[config.mk]
export PLATFORM = sky130hd
export DESIGN_NAME = sine_cosine_series_unit
export DESIGN_NICKNAME = d
export VERILOG_FILES = /design/src/rtl/core/scsu_pkg.sv /design/src/rtl/core/scsu_datapath.sv /design/src/rtl/core/scsu_ctrl.sv /design/src/rtl/core/sine_cosine_series_unit.sv
export SDC_FILE = /design/constraint.sdc
export NUM_CORES = 2
export LEC_CHECK = 0
export ABC_AREA = 0
export BUFFER_PORTS_ARGS = -buffer_cell sky130_fd_sc_hd__buf_2
export CORE_UTILIZATION = 60
export CTS_CLUSTER_SIZE = 10
export DETAILED_ROUTE_END_ITERATION = 8
export MAX_ROUTING_LAYER = met4
export PLACE_DENSITY = 0.73
export SETUP_SLACK_MARGIN = 0.4
export SLEW_MARGIN = 20
export SYNTH_ARGS = -nofsm -noshare
export SYNTH_HDL_FRONTEND = slang
export SYNTH_SLANG_ARGS = --single-unit
[constraint.sdc]
create_clock -name i_clk -period 27.8 [get_ports i_clk]
set_clock_uncertainty 0.2 [all_clocks]
set_input_delay 4.17 -clock i_clk [delete_from_list [all_inputs] [get_ports i_clk]]
set_output_delay 4.17 -clock i_clk [all_outputs]
set_load 0.01 [all_outputs]
[src/rtl/core/scsu_pkg.sv]
// ----------------------------------------------------------------------------
// scsu_pkg
// Shared constants, types and control structs for the sine/cosine series unit.
// ----------------------------------------------------------------------------
package scsu_pkg;

    localparam int TERM_LIMIT_DEF = 12;
    localparam int FRAC_BITS_DEF  = 28;

    localparam int THR_W  = 29;
    localparam int MAXT_W = 4;
    localparam int CFG_W  = 29;

    localparam logic signed [31:0] PI_Q24     = 32'sd52707179;
    localparam logic signed [31:0] TWO_PI_Q24 = 32'sd105414357;

    localparam logic [THR_W-1:0]  THR_RST  = 29'd26844;
    localparam logic [MAXT_W-1:0] MAXT_RST = 4'd8;

    typedef enum logic {
        CFG_THRESHOLD = 1'b0,
        CFG_MAX_TERMS = 1'b1
    } t_cfg_idx;

    // controller -> datapath
    typedef struct packed {
        logic load;
        logic fold;
        logic scale;
        logic square;
        logic init_sin;
        logic accum;
        logic start_cos;
        logic mul_a;
        logic mul_b;
        logic update;
        logic finish;
    } t_cmd;

    // datapath -> controller
    typedef struct packed {
        logic fold_hi;
        logic fold_lo;
        logic go;
        logic is_cos;
    } t_sts;

endpackage

[src/rtl/core/scsu_datapath.sv]
// ----------------------------------------------------------------------------
// scsu_datapath
// Angle fold, scaling, shared multiplier, reciprocal table and series sums.
// ----------------------------------------------------------------------------
module scsu_datapath #(
    parameter int FRAC_BITS  = scsu_pkg::FRAC_BITS_DEF,
    parameter int TERM_LIMIT = scsu_pkg::TERM_LIMIT_DEF
) (
    input  logic                          i_clk,
    input  scsu_pkg::t_cmd                i_cmd,
    output scsu_pkg::t_sts                o_sts,
    input  logic signed [31:0]            i_angle,
    input  logic [scsu_pkg::THR_W-1:0]    i_threshold,
    input  logic [scsu_pkg::MAXT_W-1:0]   i_max_terms,
    output logic signed [31:0]            o_sine_value,
    output logic signed [31:0]            o_cosine_value
);

    localparam int XW  = FRAC_BITS + 3;
    localparam int TW  = FRAC_BITS + 4;
    // x^2 reaches pi^2, just under 10
    localparam int X2W = FRAC_BITS + 5;
    localparam int SW  = FRAC_BITS + 6;
    localparam int PW  = 2 * FRAC_BITS + 9;
    localparam int QW  = PW - FRAC_BITS;
    localparam int RW  = FRAC_BITS + 1;
    localparam int NW  = $clog2(TERM_LIMIT + 1);
    localparam int IW  = $clog2(TERM_LIMIT);

    logic signed [31:0] r_ang;
    logic signed [XW-1:0] r_x;
    logic signed [X2W-1:0] r_x2;
    logic signed [TW-1:0] r_term;
    logic signed [SW-1:0] r_sum;
    logic signed [SW-1:0] r_sin;
    logic signed [PW-1:0] r_prod;
    logic [NW-1:0]        r_n;
    logic                 r_cos;
    logic signed [31:0]   r_sine_out;
    logic signed [31:0]   r_cos_out;

    logic signed [63:0]   w_ang_ext;
    logic signed [XW-1:0] w_scaled;
    logic signed [QW-1:0] w_ma;
    logic signed [X2W-1:0] w_mb;
    logic signed [PW-1:0] w_mul;
    logic signed [PW-1:0] w_shift;
    logic [TW-1:0]        w_mag;
    logic [7:0]           w_lim;
    logic [RW-1:0]        w_rcp_sin [TERM_LIMIT];
    logic [RW-1:0]        w_rcp_cos [TERM_LIMIT];
    logic [RW-1:0]        w_rcp;
    logic [IW-1:0]        w_ridx;

    // reciprocal of each series divisor, rounded to nearest, worked out at elaboration
    for (genvar k = 0; k < TERM_LIMIT; k++) begin : g_rcp
        localparam longint N  = k + 1;
        localparam longint DS = (2 * N) * (2 * N + 1);
        localparam longint DC = (2 * N - 1) * (2 * N);
        localparam longint RS = ((64'sd1 <<< FRAC_BITS) + DS / 2) / DS;
        localparam longint RC = ((64'sd1 <<< FRAC_BITS) + DC / 2) / DC;
        assign w_rcp_sin[k] = RW'(RS);
        assign w_rcp_cos[k] = RW'(RC);
    end

    assign w_ang_ext = 64'(r_ang);

    if (FRAC_BITS >= 24) begin : g_up
        assign w_scaled = XW'(w_ang_ext <<< (FRAC_BITS - 24));
    end else begin : g_dn
        assign w_scaled = XW'(w_ang_ext >>> (24 - FRAC_BITS));
    end

    assign w_ridx  = IW'(r_n - 1'b1);
    assign w_rcp   = r_cos ? w_rcp_cos[w_ridx] : w_rcp_sin[w_ridx];
    assign w_shift = r_prod >>> FRAC_BITS;

    always_comb begin
        w_ma = QW'(r_term);
        w_mb = r_x2;
        if (i_cmd.square) begin
            w_ma = QW'(r_x);
            w_mb = X2W'(r_x);
        end else if (i_cmd.mul_b) begin
            w_ma = QW'(w_shift);
            w_mb = X2W'($signed({1'b0, w_rcp}));
        end
    end

    assign w_mul = PW'(w_ma) * PW'(w_mb);

    assign w_mag = r_term[TW-1] ? TW'(-r_term) : TW'(r_term);
    assign w_lim = (8'(i_max_terms) > 8'(TERM_LIMIT)) ? 8'(TERM_LIMIT) : 8'(i_max_terms);

    assign o_sts.fold_hi = r_ang > scsu_pkg::PI_Q24;
    assign o_sts.fold_lo = r_ang < -scsu_pkg::PI_Q24;
    assign o_sts.go      = (64'(w_mag) > 64'(i_threshold)) && (8'(r_n) < w_lim);
    assign o_sts.is_cos  = r_cos;

    function automatic logic signed [31:0] sat32(input logic signed [SW-1:0] v);
        logic signed [63:0] e;
        e = 64'(v);
        if (e > 64'sd2147483647)
            return 32'sh7fffffff;
        else if (e < -64'sd2147483648)
            return 32'sh80000000;
        return 32'(e);
    endfunction

    always_ff @(posedge i_clk) begin
        if (i_cmd.load) begin
            r_ang <= i_angle;
        end
        if (i_cmd.fold) begin
            if (o_sts.fold_hi)
                r_ang <= r_ang - scsu_pkg::TWO_PI_Q24;
            else if (o_sts.fold_lo)
                r_ang <= r_ang + scsu_pkg::TWO_PI_Q24;
        end
        if (i_cmd.scale) begin
            r_x <= w_scaled;
        end
        if (i_cmd.square || i_cmd.mul_a || i_cmd.mul_b) begin
            r_prod <= w_mul;
        end
        if (i_cmd.init_sin) begin
            r_x2   <= X2W'(w_shift);
            r_term <= TW'(r_x);
            r_sum  <= '0;
            r_n    <= '0;
            r_cos  <= 1'b0;
        end
        if (i_cmd.accum) begin
            r_sum <= r_sum + SW'(r_term);
            r_n   <= r_n + 1'b1;
        end
        if (i_cmd.start_cos) begin
            r_sin  <= r_sum;
            r_term <= TW'(1) <<< FRAC_BITS;
            r_sum  <= '0;
            r_n    <= '0;
            r_cos  <= 1'b1;
        end
        if (i_cmd.update) begin
            r_term <= TW'(-w_shift);
        end
        if (i_cmd.finish) begin
            r_sine_out <= sat32(r_sin);
            r_cos_out  <= sat32(r_sum);
        end
    end

    assign o_sine_value   = r_sine_out;
    assign o_cosine_value = r_cos_out;

endmodule

[src/rtl/core/scsu_ctrl.sv]
// ----------------------------------------------------------------------------
// scsu_ctrl
// Sequencer: fold loop, squaring, then one series per function, and handshakes.
// ----------------------------------------------------------------------------
module scsu_ctrl (
    input  logic           i_clk,
    input  logic           i_rst_n,
    input  logic           i_angle_valid,
    output logic           o_angle_ready,
    output logic           o_res_valid,
    input  logic           i_res_ready,
    input  scsu_pkg::t_sts i_sts,
    output scsu_pkg::t_cmd o_cmd
);

    typedef enum logic [9:0] {
        S_IDLE   = 10'b0000000001,
        S_FOLD   = 10'b0000000010,
        S_SCALE  = 10'b0000000100,
        S_SQUARE = 10'b0000001000,
        S_INIT   = 10'b0000010000,
        S_TEST   = 10'b0000100000,
        S_MUL_A  = 10'b0001000000,
        S_MUL_B  = 10'b0010000000,
        S_UPD    = 10'b0100000000,
        S_DONE   = 10'b1000000000
    } t_state;

    t_state r_state, n_state;
    logic   r_out_valid, n_out_valid;

    always_comb begin
        n_state     = r_state;
        n_out_valid = r_out_valid && !i_res_ready;
        o_cmd       = '0;
        unique case (r_state)
            S_IDLE: begin
                if (i_angle_valid) begin
                    o_cmd.load = 1'b1;
                    n_state    = S_FOLD;
                end
            end
            S_FOLD: begin
                o_cmd.fold = 1'b1;
                if (!i_sts.fold_hi && !i_sts.fold_lo)
                    n_state = S_SCALE;
            end
            S_SCALE: begin
                o_cmd.scale = 1'b1;
                n_state     = S_SQUARE;
            end
            S_SQUARE: begin
                o_cmd.square = 1'b1;
                n_state      = S_INIT;
            end
            S_INIT: begin
                o_cmd.init_sin = 1'b1;
                n_state        = S_TEST;
            end
            S_TEST: begin
                if (i_sts.go) begin
                    o_cmd.accum = 1'b1;
                    n_state     = S_MUL_A;
                end else if (!i_sts.is_cos) begin
                    o_cmd.start_cos = 1'b1;
                end else begin
                    n_state = S_DONE;
                end
            end
            S_MUL_A: begin
                o_cmd.mul_a = 1'b1;
                n_state     = S_MUL_B;
            end
            S_MUL_B: begin
                o_cmd.mul_b = 1'b1;
                n_state     = S_UPD;
            end
            S_UPD: begin
                o_cmd.update = 1'b1;
                n_state      = S_TEST;
            end
            S_DONE: begin
                // result register free, or being drained this cycle
                if (!r_out_valid || i_res_ready) begin
                    o_cmd.finish = 1'b1;
                    n_out_valid  = 1'b1;
                    n_state      = S_IDLE;
                end
            end
            default: n_state = S_IDLE;
        endcase
    end

    always_ff @(posedge i_clk) begin
        if (!i_rst_n) begin
            r_state     <= S_IDLE;
            r_out_valid <= 1'b0;
        end else begin
            r_state     <= n_state;
            r_out_valid <= n_out_valid;
        end
    end

    assign o_angle_ready = (r_state == S_IDLE);
    assign o_res_valid   = r_out_valid;

endmodule

[src/rtl/core/sine_cosine_series_unit.sv]
// Per angle: k fold steps (k from 0 to 20, one 2*pi add or subtract a cycle),
// then Ns terms of the sine series and Nc terms of the cosine series, each
// term using the one shared multiplier twice.
// One angle is taken at a time; a finished result waits in
// its output register while the next angle is taken.
// Reset: synchronous active low; clears control and loads register defaults.
// ----------------------------------------------------------------------------
// sine_cosine_series_unit
// Sine and cosine of a Q8.24 angle by Maclaurin series, Q4.28 results.
// ----------------------------------------------------------------------------
module sine_cosine_series_unit #(
    parameter int TERM_LIMIT = scsu_pkg::TERM_LIMIT_DEF,
    parameter int FRAC_BITS  = scsu_pkg::FRAC_BITS_DEF
) (
    input  logic                       i_clk,
    input  logic                       i_rst_n,
    input  logic                       i_cfg_we,
    input  logic                       i_cfg_index,
    input  logic [scsu_pkg::CFG_W-1:0] i_cfg_data,
    input  logic                       i_angle_valid,
    output logic                       o_angle_ready,
    input  logic signed [31:0]         i_angle,
    output logic                       o_res_valid,
    input  logic                       i_res_ready,
    output logic signed [31:0]         o_sine_value,
    output logic signed [31:0]         o_cosine_value
);

    logic [scsu_pkg::THR_W-1:0]  r_threshold;
    logic [scsu_pkg::MAXT_W-1:0] r_max_terms;
    scsu_pkg::t_cmd              w_cmd;
    scsu_pkg::t_sts              w_sts;

    always_ff @(posedge i_clk) begin
        if (!i_rst_n) begin
            r_threshold <= scsu_pkg::THR_RST;
            r_max_terms <= scsu_pkg::MAXT_RST;
        end else if (i_cfg_we) begin
            unique case (scsu_pkg::t_cfg_idx'(i_cfg_index))
                scsu_pkg::CFG_THRESHOLD: r_threshold <= i_cfg_data[scsu_pkg::THR_W-1:0];
                scsu_pkg::CFG_MAX_TERMS: r_max_terms <= i_cfg_data[scsu_pkg::MAXT_W-1:0];
                default: ;
            endcase
        end
    end

    scsu_ctrl u_ctrl (
        .i_clk         (i_clk),
        .i_rst_n       (i_rst_n),
        .i_angle_valid (i_angle_valid),
        .o_angle_ready (o_angle_ready),
        .o_res_valid   (o_res_valid),
        .i_res_ready   (i_res_ready),
        .i_sts         (w_sts),
        .o_cmd         (w_cmd)
    );

    scsu_datapath #(
        .FRAC_BITS  (FRAC_BITS),
        .TERM_LIMIT (TERM_LIMIT)
    ) u_dp (
        .i_clk          (i_clk),
        .i_cmd          (w_cmd),
        .o_sts          (w_sts),
        .i_angle        (i_angle),
        .i_threshold    (r_threshold),
        .i_max_terms    (r_max_terms),
        .o_sine_value   (o_sine_value),
        .o_cosine_value (o_cosine_value)
    );

endmodule

==> flow_summary.json <==
{
  "synth-seq-cells": 342,
  "synth.area.mux_share": 0.00633,
  "drc": 0,
  "cp_slowest_cell": "dfxtp_1",
  "wl_per_cell_um": 24.6,
  "cts.clk_slew.worst_paths_ns": 0.06,
  "rows": 114,
  "p_leak_uw": 0.0301,
  "synth_cell_types": 82,
  "synth_common_cells": "1273 x inv_1, 1211 x fa_1, 937 x nor2_1",
  "synth-simple-area-share": 0.154,
  "multi_input_area_um2": 44100,
  "first_iter_violations": 4500,
  "hpwl_um": 150000,
  "layout.cells.non_filler": 7860,
  "dp_cells": 7779,
  "synthesis.area_um2": 59100,
  "clkLatencyLatePin_ns": 0.56,
  "crit_path_start_kind": "flip-flop",
  "synth_cells": 6596,
  "die_area_um2": 99700,
  "hold_viol": 0,
  "holdWs_ns": 0.255,
  "cts_tree": "built",
  "layout-area-overhead-vs-synth_pct": 5.80,
  "yosys.area_share.xor_xnor": 0.0227,
  "place_area_um2": 61300,
  "pwr-share-seq": 0.383,
  "finalWorstSetupSlack_ns": 14.89,
  "grt_pass1_wl_um": 295000,
  "yosysMostFrequentCell": "inv_1",
  "yosys-top-cells-area": "fa_1 41%, edfxtp_1 12%, inv_1 8.1%, ha_1 6.1%, nor2_1 6.0%",
  "crit_top_cell": "fa_1",
  "path_class": "flip-flop to flip-flop",
  "finalWirelength_um": 193000,
  "p_comb_frac": 0.330,
  "clockPowerShare": 0.287,
  "cts-resized-gates": 0,
  "synth_ff_type": "edfxtp_1",
  "postCtsHoldBufs": 0,
  "grtUsageTotal": 0.412,
  "cp_slowest_stage_delay_ns": 0.73,
  "synthAdderAreaFrac": 0.472,
  "r2r-start": "u_dp.r_n[0]",
  "antenna_found_initial": 5,
  "crit_required_ns": 27.89,
  "grt_pass1_vias": 49500,
  "cts_setup_buffers": 0,
  "power_switching_uw": 627,
  "status": "finished, final reports clean",
  "synth_nets": 8163,
  "maxSlewHeadroom": 0.224,
  "fill_cells": 8223,
  "postSynthAreaPerCell_um2": 8.96,
  "clock_tree.htree_level_count": 2,
  "final_area_um2": 62500,
  "drive_gt1_frac": 0.0651,
  "drt-pass1-iter-count": 6,
  "p_int_uw": 1110,
  "synth_compound_area_frac": 0.0868,
  "overflow": 0,
  "dr_total_vias": 47800,
  "fmax_ghz": 0.0775,
  "end_kind": "flip-flop",
  "worstHoldPathCells": 2,
  "setup_viol": 0,
  "final.period_utilization": 0.464,
  "synth_top_family_by_area": "adder cells",
  "rr_worst_depth": 36,
  "hold_path.class": "flip-flop to flip-flop",
  "p_sw_frac": 0.361,
  "start_util": 0.608,
  "synth_edf_count": 227,
  "die_h_um": 316,
  "critPathCapture": "u_dp.r_prod[60]",
  "core_area_um2": 97100,
  "layout.nets": 8114,
  "crit_fanout": 28,
  "io_buffers": 132,
  "place_congestion": 1.04,
  "p_per_area_nw_per_um2": 27.8,
  "cts-root-buf": "clkbuf_16",
  "ant_nets": 0,
  "finalCriticalPeriod_ns": 12.91,
  "vdd_drop_max_v": 0.0000437,
  "finalMaxSlewViolations": 0,
  "pre_cts_ws_ns": 15.21,
  "cp.arrival_ns": 13.00,
  "rsz0062_at_grt": "no",
  "die_w_um": 316,
  "r2r_end": "u_dp.r_prod[60]",
  "ys.warnings.count": 0,
  "synth-seq-area-share": 0.154,
  "num_io_pins": 133,
  "max_cap_violations": 0,
  "final.setup.tns_ns": 0,
  "worstMarginPinSlew_ns": 1.16,
  "worstSetupStartpoint": "u_dp.r_n[0]",
  "async_flop_share": 0,
  "cts_made_buffers": 42,
  "yosysTopAreaCell": "fa_1",
  "r2r_setup_slack_ns": 14.89,
  "viasPerCell": 6.08,
  "clk_path_buf_depth": 3,
  "cts_sinks": 342,
  "ff_latch_area_um2": 9120,
  "synth_top_area_frac": 0.410,
  "grt_max_degree": 69
}
## kinds of logic (layout without fill, tap and decap cells)
family | count (synthesis) | in the layout
buffers and inverters | 1637 | 1618
adders and majority gates | 1500 | 1500
AOI/OAI and AO/OA | 801 | 801
DFF | 342 | 342
muxes | 36 | 36
other | 0 | 7
xor gates and xnor gates | 153 | 153
and+or+nand+nor | 2127 | 2127
## critical path: cells and delay by family (launching register included)
family / cells / cell delay (ns)
AND/OR/NAND/NOR: 4 / 0.66
adder cells (fa/ha/maj): 10 / 4.52
XOR/XNOR: 2 / 0.66
AO/OA/AOI/OAI: 13 / 4.23
flip-flops: 1 / 0.73
buffers and inverters: 7 / 1.59
## how the worst min path moves through the flow
| stage | slack, ns | start | to |
|---|---|---|---|
| final | 0.26 | r_threshold[28] | r_threshold[28] |
| after global routing | 0.27 | r_threshold[22] | r_threshold[22] |
| after CTS | 0.25 | r_threshold[12] | r_threshold[12] |
| after detailed placement | 0.25 | r_threshold[12] | r_threshold[12] |
| after global placement | 0.25 | r_threshold[28] | r_threshold[28] |
| after floorplan | 0.21 | u_dp.r_ang[6] | u_dp.r_x[10] |
## metal layers
layer,up-vias,track usage,part of all wire
li1,20300,-,-
met1,24000,0.496,0.36
met2,2704,0.634,0.46
met4,0,0.238,0.073
met3,755,0.101,0.11
met5,-,-,0
## state kept, by name (all words and copies together), names as in the netlist, 10 cells and up
register / count
r_threshold: 29
u_ctrl.r_state: 10
u_dp.o_cosine_value: 32
u_dp.o_sine_value: 32
u_dp.r_ang: 32
u_dp.r_prod: 37
u_dp.r_sin: 34
u_dp.r_sum: 34
u_dp.r_term: 32
u_dp.r_x: 27
u_dp.r_x2: 33
## power by group through the flow
stage          clock (uW)  combinational, uW  sequential, uW
4_1_cts               505                563             662
3_5_place_dp            0                560             673
3_3_place_gp            0                550             671
5_1_grt               523                631             672
6_report              498                573             665
2_1_floorplan           0                458             620
## through the flow
stage               power, uW  utilization
finish                   1740        0.644
global route             1830        0.644
CTS                      1730        0.643
detailed placement       1230        0.631
global placement         1220        0.631
floorplan                1080            -
## placed cells by master, fill, tap and decap left out, types with 34 or more instances in the layout
cell / instances
o21ai_0: 120
a21oi_1: 225
nand2b_1: 63
nand2_1: 730
mux2i_1: 34
buf_4: 134
ha_1: 289
a21o_1: 66
nor2_1: 935
xnor2_1: 106
nor3_1: 58
clkbuf_16: 42
dfxtp_1: 115
xor2_1: 47
edfxtp_1: 227
nand3_1: 119
buf_2: 132
inv_1: 1273
o21a_1: 42
fa_1: 1211
## cell type report
type / count / share of cell area
Antenna cell: 7 / 0.000280
Clock buffer: 68 / 0.0187
Clock inverter: 6 / 0.000761
Inverter: 1278 / 0.0767
Multi-Input combinational cell: 4617 / 0.705
Sequential cell: 342 / 0.146
Tap cell: 1276 / 0.0255
Timing Repair Buffer: 266 / 0.0267
No activity file was read; power rests on OpenSTA's default activity.
